### src/design/ledseq_pkg.sv
`timescale 1ns / 1ps

package ledseq_pkg;

    localparam int PATTERN_BITS = 8;
    localparam int TICK_W       = 21;
    localparam int BITPOS_W     = 5;
    localparam int STATUS_W     = 4;
    localparam int PHASE_W      = 3;
    localparam int NUM_CODES    = 10;
    localparam int TABLE_BITS   = 8;
    localparam int APB_ADDR_W   = 4;
    localparam int APB_DATA_W   = 32;

    typedef logic [TICK_W-1:0]     tick_t;
    typedef logic [BITPOS_W-1:0]   bitpos_t;
    typedef logic [STATUS_W-1:0]   status_t;
    typedef logic [TABLE_BITS-1:0] pattern_t;

    localparam tick_t   TICK_MAX   = {TICK_W{1'b1}};
    localparam bitpos_t START_MARK = {BITPOS_W{1'b1}};

    localparam tick_t ON_TICKS_RST    = 21'd100000;
    localparam tick_t BIT_TICKS_RST   = 21'd200000;
    localparam tick_t CYCLE_TICKS_RST = 21'd1200000;

    // register indexes (byte address / 4)
    localparam logic [1:0] REG_ON_TICKS    = 2'd0;
    localparam logic [1:0] REG_BIT_TICKS   = 2'd1;
    localparam logic [1:0] REG_CYCLE_TICKS = 2'd2;

    localparam logic CMD_TICK = 1'b0;
    localparam logic CMD_SET  = 1'b1;

    // blink code for each status, codes without an entry stay dark
    function automatic pattern_t code_pattern(input status_t code);
        pattern_t pat;
        begin
            case (code)
                4'd0:    pat = 8'b0011_1000;
                4'd1:    pat = 8'b0111_1000;
                4'd2:    pat = 8'b0000_0010;
                4'd3:    pat = 8'b0000_0110;
                4'd4:    pat = 8'b0000_0000;
                4'd5:    pat = 8'b0000_0001;
                4'd6:    pat = 8'b0000_0011;
                4'd7:    pat = 8'b0000_0111;
                4'd8:    pat = 8'b0000_0101;
                4'd9:    pat = 8'b0000_1101;
                default: pat = '0;
            endcase
            return pat;
        end
    endfunction

endpackage

### src/design/ledseq_if.sv
`timescale 1ns / 1ps

interface ledseq_in_if;
    logic                      valid;
    logic                      ready;
    logic                      command;
    ledseq_pkg::status_t       status_code;

    modport source (output valid, output command, output status_code, input ready);
    modport sink   (input valid, input command, input status_code, output ready);
endinterface

interface ledseq_out_if;
    logic valid;
    logic ready;
    logic led_on;

    modport source (output valid, output led_on, input ready);
    modport sink   (input valid, input led_on, output ready);
endinterface

### src/design/status_led_blink_pattern_sequencer_unit.sv
`timescale 1ns / 1ps

// channel   dir   handshake      payload
// in_ch     in    valid/ready    command (1), status_code (4)
// out_ch    out   valid/ready    led_on (1)
// apb       in    psel/penable   paddr (4), pwdata/prdata (32), pready tied high
//
// one word in, one word out; a word is taken every cycle while the result
// register is empty or being drained, so throughput is one word per cycle;
// the result is held in the single state/result register stage and is out in the cycle after its word.
// rst_n clears the sequencer state to init and the timing registers to defaults.
// a stall on out_ch holds the result and blocks in_ch until it is taken.

module status_led_blink_pattern_sequencer_unit (
    input  logic                              clk,
    input  logic                              rst_n,
    ledseq_in_if.sink                         in_ch,
    ledseq_out_if.source                      out_ch,
    input  logic                              psel,
    input  logic                              penable,
    input  logic                              pwrite,
    input  logic [ledseq_pkg::APB_ADDR_W-1:0] paddr,
    input  logic [ledseq_pkg::APB_DATA_W-1:0] pwdata,
    output logic [ledseq_pkg::APB_DATA_W-1:0] prdata,
    output logic                              pready
);

    localparam logic [ledseq_pkg::PHASE_W-1:0] PH_INIT       = 3'd0;
    localparam logic [ledseq_pkg::PHASE_W-1:0] PH_UPDATE     = 3'd1;
    localparam logic [ledseq_pkg::PHASE_W-1:0] PH_ON_WAIT    = 3'd2;
    localparam logic [ledseq_pkg::PHASE_W-1:0] PH_OFF_WAIT   = 3'd3;
    localparam logic [ledseq_pkg::PHASE_W-1:0] PH_CYCLE_WAIT = 3'd4;

    ledseq_pkg::tick_t on_ticks_reg;
    ledseq_pkg::tick_t bit_ticks_reg;
    ledseq_pkg::tick_t cycle_ticks_reg;

    logic [ledseq_pkg::PHASE_W-1:0] phase_reg, phase_next;
    ledseq_pkg::tick_t              elapsed_reg, elapsed_next;
    ledseq_pkg::bitpos_t            bitpos_reg, bitpos_next;
    ledseq_pkg::status_t            shown_reg, shown_next;
    ledseq_pkg::status_t            pending_reg, pending_next;
    logic                           led_reg, led_next;
    logic                           out_valid_reg;
    logic                           out_led_reg;

    logic                           in_accept;
    logic                           cfg_write;
    logic [1:0]                     cfg_idx;
    ledseq_pkg::tick_t              elapsed_inc;
    ledseq_pkg::pattern_t           pattern;
    logic                           slot_level;
    ledseq_pkg::bitpos_t            bitpos_inc;

    // ---------------- configuration port ----------------
    assign pready    = 1'b1;
    assign cfg_idx   = paddr[3:2];
    assign cfg_write = psel && penable && pwrite && pready;

    always_ff @(posedge clk or negedge rst_n)
    begin
        if (!rst_n)
        begin
            on_ticks_reg    <= ledseq_pkg::ON_TICKS_RST;
            bit_ticks_reg   <= ledseq_pkg::BIT_TICKS_RST;
            cycle_ticks_reg <= ledseq_pkg::CYCLE_TICKS_RST;
        end
        else if (cfg_write)
        begin
            unique case (cfg_idx)
                ledseq_pkg::REG_ON_TICKS:    on_ticks_reg    <= pwdata[ledseq_pkg::TICK_W-1:0];
                ledseq_pkg::REG_BIT_TICKS:   bit_ticks_reg   <= pwdata[ledseq_pkg::TICK_W-1:0];
                ledseq_pkg::REG_CYCLE_TICKS: cycle_ticks_reg <= pwdata[ledseq_pkg::TICK_W-1:0];
                default: ;
            endcase
        end
    end

    always_comb
    begin
        unique case (cfg_idx)
            ledseq_pkg::REG_ON_TICKS:
                prdata = {{(ledseq_pkg::APB_DATA_W-ledseq_pkg::TICK_W){1'b0}}, on_ticks_reg};
            ledseq_pkg::REG_BIT_TICKS:
                prdata = {{(ledseq_pkg::APB_DATA_W-ledseq_pkg::TICK_W){1'b0}}, bit_ticks_reg};
            ledseq_pkg::REG_CYCLE_TICKS:
                prdata = {{(ledseq_pkg::APB_DATA_W-ledseq_pkg::TICK_W){1'b0}}, cycle_ticks_reg};
            default:
                prdata = '0;
        endcase
    end

    // ---------------- handshake ----------------
    assign in_ch.ready   = !out_valid_reg || out_ch.ready;
    assign in_accept     = in_ch.valid && in_ch.ready;
    assign out_ch.valid  = out_valid_reg;
    assign out_ch.led_on = out_led_reg;

    // ---------------- sequencer ----------------
    assign elapsed_inc = (elapsed_reg == ledseq_pkg::TICK_MAX) ? elapsed_reg
                                                               : elapsed_reg + 1'b1;
    assign pattern     = ledseq_pkg::code_pattern(shown_reg);
    assign bitpos_inc  = bitpos_reg + 1'b1;

    // start blink for any position past the pattern, table bits beyond 8 dark
    always_comb
    begin
        if (bitpos_reg >= ledseq_pkg::BITPOS_W'(ledseq_pkg::PATTERN_BITS))
            slot_level = 1'b1;
        else if (bitpos_reg < ledseq_pkg::BITPOS_W'(ledseq_pkg::TABLE_BITS))
            slot_level = pattern[bitpos_reg[$clog2(ledseq_pkg::TABLE_BITS)-1:0]];
        else
            slot_level = 1'b0;
    end

    always_comb
    begin
        phase_next   = phase_reg;
        elapsed_next = elapsed_reg;
        bitpos_next  = bitpos_reg;
        shown_next   = shown_reg;
        pending_next = pending_reg;
        led_next     = led_reg;
        if (in_ch.command == ledseq_pkg::CMD_SET)
        begin
            pending_next = in_ch.status_code;
        end
        else
        begin
            elapsed_next = elapsed_inc;
            unique case (phase_reg)
                PH_INIT:
                    phase_next = PH_UPDATE;
                PH_UPDATE:
                begin
                    if (slot_level)
                    begin
                        led_next   = 1'b1;
                        phase_next = PH_ON_WAIT;
                    end
                    else
                        phase_next = PH_OFF_WAIT;
                    elapsed_next = '0;
                end
                PH_ON_WAIT:
                    if (elapsed_inc >= on_ticks_reg)
                    begin
                        led_next   = 1'b0;
                        phase_next = PH_OFF_WAIT;
                    end
                PH_OFF_WAIT:
                    if (elapsed_inc >= bit_ticks_reg)
                    begin
                        if (bitpos_inc >= ledseq_pkg::BITPOS_W'(ledseq_pkg::PATTERN_BITS))
                        begin
                            bitpos_next = ledseq_pkg::START_MARK;
                            phase_next  = PH_CYCLE_WAIT;
                        end
                        else
                        begin
                            bitpos_next = bitpos_inc;
                            phase_next  = PH_INIT;
                        end
                    end
                PH_CYCLE_WAIT:
                    if (elapsed_inc >= cycle_ticks_reg)
                    begin
                        shown_next = pending_reg;
                        phase_next = PH_INIT;
                    end
                default:
                    phase_next = PH_INIT;
            endcase
        end
    end

    always_ff @(posedge clk or negedge rst_n)
    begin
        if (!rst_n)
        begin
            phase_reg     <= PH_INIT;
            elapsed_reg   <= '0;
            bitpos_reg    <= '0;
            shown_reg     <= '0;
            pending_reg   <= '0;
            led_reg       <= 1'b0;
            out_valid_reg <= 1'b0;
        end
        else
        begin
            if (in_accept)
            begin
                phase_reg     <= phase_next;
                elapsed_reg   <= elapsed_next;
                bitpos_reg    <= bitpos_next;
                shown_reg     <= shown_next;
                pending_reg   <= pending_next;
                led_reg       <= led_next;
                out_valid_reg <= 1'b1;
            end
            else if (out_ch.ready)
                out_valid_reg <= 1'b0;
        end
    end

    // result word holds the level after the item
    always_ff @(posedge clk)
    begin
        if (in_accept)
            out_led_reg <= led_next;
    end

    // ---------------- checks ----------------
    a_led_only_on_wait: assert property (@(posedge clk) disable iff (!rst_n)
        led_reg |-> (phase_reg == PH_ON_WAIT))
        else $error("led lit outside on wait");

    a_bitpos_legal: assert property (@(posedge clk) disable iff (!rst_n)
        (bitpos_reg < ledseq_pkg::BITPOS_W'(ledseq_pkg::PATTERN_BITS))
        || (bitpos_reg == ledseq_pkg::START_MARK))
        else $error("bit position out of range");

    a_set_holds_phase: assert property (@(posedge clk) disable iff (!rst_n)
        (in_accept && in_ch.command == ledseq_pkg::CMD_SET)
        |=> ($stable(phase_reg) && $stable(elapsed_reg) && $stable(led_reg)))
        else $error("set command advanced the sequencer");

    a_accept_gives_result: assert property (@(posedge clk) disable iff (!rst_n)
        in_accept |=> (out_valid_reg && out_led_reg == led_reg))
        else $error("accepted word has no matching result");

endmodule

### src/flat_wrapper.sv
// flat-port wrapper written by rule: the top's interface ports become plain ports
module status_led_blink_pattern_sequencer_unit_flat 
  (clk, rst_n, psel, penable, pwrite, paddr, pwdata, prdata, pready, in_ch_valid, in_ch_command, in_ch_status_code, in_ch_ready, out_ch_valid, out_ch_led_on, out_ch_ready);
  ledseq_in_if in_ch_i ();
  ledseq_out_if out_ch_i ();
  input  logic clk;
  input  logic rst_n;
  input  logic psel;
  input  logic penable;
  input  logic pwrite;
  input  logic [ledseq_pkg::APB_ADDR_W-1:0] paddr;
  input  logic [ledseq_pkg::APB_DATA_W-1:0] pwdata;
  output logic [ledseq_pkg::APB_DATA_W-1:0] prdata;
  output logic pready;
  input wire logic [$bits(in_ch_i.valid)-1:0] in_ch_valid;
  input wire logic [$bits(in_ch_i.command)-1:0] in_ch_command;
  input wire logic [$bits(in_ch_i.status_code)-1:0] in_ch_status_code;
  output wire logic [$bits(in_ch_i.ready)-1:0] in_ch_ready;
  output wire logic [$bits(out_ch_i.valid)-1:0] out_ch_valid;
  output wire logic [$bits(out_ch_i.led_on)-1:0] out_ch_led_on;
  input wire logic [$bits(out_ch_i.ready)-1:0] out_ch_ready;
  assign in_ch_i.valid = in_ch_valid;
  assign in_ch_i.command = in_ch_command;
  assign in_ch_i.status_code = in_ch_status_code;
  assign in_ch_ready = in_ch_i.ready;
  assign out_ch_valid = out_ch_i.valid;
  assign out_ch_led_on = out_ch_i.led_on;
  assign out_ch_i.ready = out_ch_ready;
  status_led_blink_pattern_sequencer_unit u_core (.clk(clk), .rst_n(rst_n), .in_ch(in_ch_i), .out_ch(out_ch_i), .psel(psel), .penable(penable), .pwrite(pwrite), .paddr(paddr), .pwdata(pwdata), .prdata(prdata), .pready(pready));
endmodule
### config.mk
export PLATFORM = sky130hd
export DESIGN_NAME = status_led_blink_pattern_sequencer_unit_flat
export DESIGN_NICKNAME = d
export VERILOG_FILES = /design/src/design/ledseq_pkg.sv /design/src/design/ledseq_if.sv /design/src/design/status_led_blink_pattern_sequencer_unit.sv /design/src/flat_wrapper.sv
export SDC_FILE = /design/constraint.sdc
export NUM_CORES = 1
export LEC_CHECK = 0
export ABC_CLOCK_PERIOD_IN_PS = 10000
export BUFFER_PORTS_ARGS = -buffer_cell sky130_fd_sc_hd__buf_2
export CAP_MARGIN = 20
export CORE_ASPECT_RATIO = 1.5
export CORE_MARGIN = 1
export CORE_UTILIZATION = 45
export DETAILED_ROUTE_END_ITERATION = 8
export PLACE_DENSITY = 0.73
export SYNTH_ARGS = -nofsm -noshare
export SYNTH_HDL_FRONTEND = slang
export SYNTH_SLANG_ARGS = --single-unit
### constraint.sdc
create_clock -name clk -period 10 [get_ports clk]
set_input_delay 0.5 -clock clk [delete_from_list [all_inputs] [get_ports clk]]
set_output_delay 0.5 -clock clk [all_outputs]
set_load 0.02 [all_outputs]
==> out/summary.txt <==
Critical R2R Capture: u_core.shown_reg[0]$_DFFE_PN0P_
Power Dens Cells: 210 nW/um^2
GRT Total Usage: 0.216
Post-Layout Inst Area: 7530 sq um
EDFF count, synth: 1
Congestion Overflow GR: 0
post-detailed-route wirelength per cell: 15.7 um
total chip power: 1.58 mW
first-pass GRT wire length: 26300 um
Cell Area, Synth: 6800 sq um
Die W: 102 um
Post-CTS Hold Buffers: 0
post-CTS setup buffers: 0
Max Clock Freq: 0.244 GHz
routed wire length: 15500 um
cells on worst reg2reg path: 12
via/cell ratio: 5.49
top-count cell post-synth: o21ai_0
worst skew pair latency: 350 ps
Detail Placement HPWL: 11300 um
CP endpoint kind: flip-flop
outcome: finished, final reports clean
area occupied by multi-input gates: 3730 sq um
I/O Buffers: 58
top cells by area, synth: dfrtp_1 (30%), ha_1 (12%), dfstp_2 (7.7%)
Sink Count: 103
Period Utilization, post-route: 0.410
ANT nets after route: 0
maximum vdd drop: 0.109 mV
cell count after synthesis: 744
clock transition at the registers of the reported paths: 70 ps
CTS buffer count: 9
max cap viols: 0
Core Rows: 54
CP Launch Type: flip-flop
Worst slew margin: 0.367
Bufs on Longest Clock Path: 2
Req. time, crit path: 10240 ps
Arr. time, crit path: 4350 ps
initial DRC count: 264
Leak: 3.58 nW
worst reg2reg setup slack: 5900 ps
FFs w/ async S/R, synth: 0.990
NumNets Final: 899
final hold vios: 0
largest net degree at the start of global routing: 59
syn_area_per_cell: 9.14 sq um
core area: 14700 sq um
share of cells above drive strength 1: 0.180
Synth top area share: 0.302
Worst R2R Start: u_core.elapsed_reg[6]$_DFFE_PN0P_
ys flop type: dfrtp_1
Tightest Pin Transition: 948 ps
total die area: 15600 sq um
FF/Latch Area: 2610 sq um
Fillers: 1376
Remaining DRCs: 0
sequential share of the synthesized area: 0.383
PostCTS Resize Cnt: 0
pre-CTS WS: 5960 ps
Slew Limit Fails: 0
Initial Util: 0.464
#FFs+latches synth: 103
GPL Wtd Cong: 0.848
YS warnings: 0
Setup Skew: 11.8 ps
number of global-route vias before repair: 5377
Netlist cell types: 61
ANT cells: 0
CTS H-Tree Depth: 3
RSZ-0062 raised after global routing: false
kind of critical path: reg2reg
Hold WC Path Type: in2async
Pre-antenna DRT Iters: 5
via count: 5413
CTS tree: done
Setup Viol. Count Final: 0
fin worst setup slack: 5900 ps
CP max FO: 8
placed cell area: 7190 sq um
synth-to-layout area growth: 10.7%
Final Util: 0.513
Fin Setup TNS: 0 ps
die height: 153 um
initial antenna violation count: 0
leading area contributor after synthesis: dfrtp_1
top cells by count, synth: o21ai_0 (99), nand2_1 (98), dfrtp_1 (82), inv_1 (70), ha_1 (66)
min Tclk post-route: 4100 ps
clk root buf: clkbuf_16
I/O pins: 84
-- per-layer routing --
metal  track usage  routed length, um  share of wire  vias to the layer above
met1         0.261               6620           0.43                     2626
met2         0.379               8000           0.52                       99
met5             0                  0              0                        -
met3        0.0330                457          0.029                       25
met4        0.0789                427          0.028                        0
li1              -                  -              -                     2663
-- power by group --
part / internal, mW / switching [mW] / total (mW)
combinational: 0.245 / 0.338 / 0.583
clock: 0.220 / 0.160 / 0.380
sequential: 0.533 / 0.0871 / 0.620
-- cells in the final DEF (no fill, tap or decap), types with 9 or more instances in the layout --
| cell | netlist | final |
|---|---|---|
| mux2i_1 | 23 | 23 |
| clkbuf_16 | 0 | 9 |
| buf_2 | 4 | 57 |
| conb_1 | 2 | 12 |
| nand2_1 | 98 | 98 |
| dfrtp_1 | 82 | 82 |
| inv_1 | 70 | 70 |
| ha_1 | 66 | 66 |
| nor2_1 | 19 | 19 |
| a21oi_1 | 38 | 38 |
| mux2_2 | 32 | 32 |
| o21ai_0 | 99 | 99 |
| xnor2_1 | 15 | 15 |
| dfstp_2 | 20 | 20 |
| nand3_1 | 15 | 15 |
-- how the worst max path moves through the flow --
stage / cells past startpoint / slack, ps / startpoint / to
after CTS: 11 / 5960 / u_core.elapsed_reg[8]$_DFFE_PN0P_ / u_core.out_ch.led_on$_DFFE_PP_
after floorplan: 15 / 6750 / u_core.elapsed_reg[6]$_DFFE_PN0P_ / u_core.shown_reg[0]$_DFFE_PN0P_
after detailed placement: 11 / 5960 / u_core.elapsed_reg[6]$_DFFE_PN0P_ / u_core.out_ch.led_on$_DFFE_PP_
final: 12 / 5900 / u_core.elapsed_reg[6]$_DFFE_PN0P_ / u_core.shown_reg[0]$_DFFE_PN0P_
after global routing: 12 / 5650 / u_core.elapsed_reg[6]$_DFFE_PN0P_ / u_core.bitpos_reg[3]$_DFFE_PN0P_
after global placement: 12 / 6000 / u_core.elapsed_reg[6]$_DFFE_PN0P_ / u_core.shown_reg[2]$_DFFE_PN0P_
-- logic make-up after synthesis --
logic type | after synthesis | share of synthesized area
flip-flops | 103 | 0.383
AO/OA/AOI/OAI | 193 | 0.167
AND/OR/NAND/NOR | 190 | 0.139
buffers and inverters | 115 | 0.0747
XOR/XNOR | 19 | 0.0245
multiplexers | 56 | 0.0890
other | 2 | 0.00110
adder cells (fa/ha/maj) | 66 | 0.121
-- metrics by stage --
stage / std cells / hold WS (ps)
6_report: 986 / 136
5_1_grt: 986 / 179
4_1_cts: 985 / 162
3_5_place_dp: 969 / 491
3_3_place_gp: 969 / 485
2_1_floorplan: 754 / 204
-- critical path, cell delays in order, from the launching register on --
cell	delay, ps
dfrtp_1	470
and4_1	400
and4_2	330
o211a_1	340
nand2_1	140
xnor2_1	320
ha_1	310
a21o_1	190
a2111oi_0	530
o221ai_1	310
nand3_1	140
o21ai_1	180
mux2_2	330
-- area by class of cell --
class,instances,share of cell area
clock buffers,11,0.0309
clock inverters,5,0.0108
inverters,70,0.0349
multi-input cells,536,0.496
flip-flops and latches,103,0.346
well taps,196,0.0326
repair buffers,65,0.0485
Note: power is estimated with default switching activity, not from simulation.
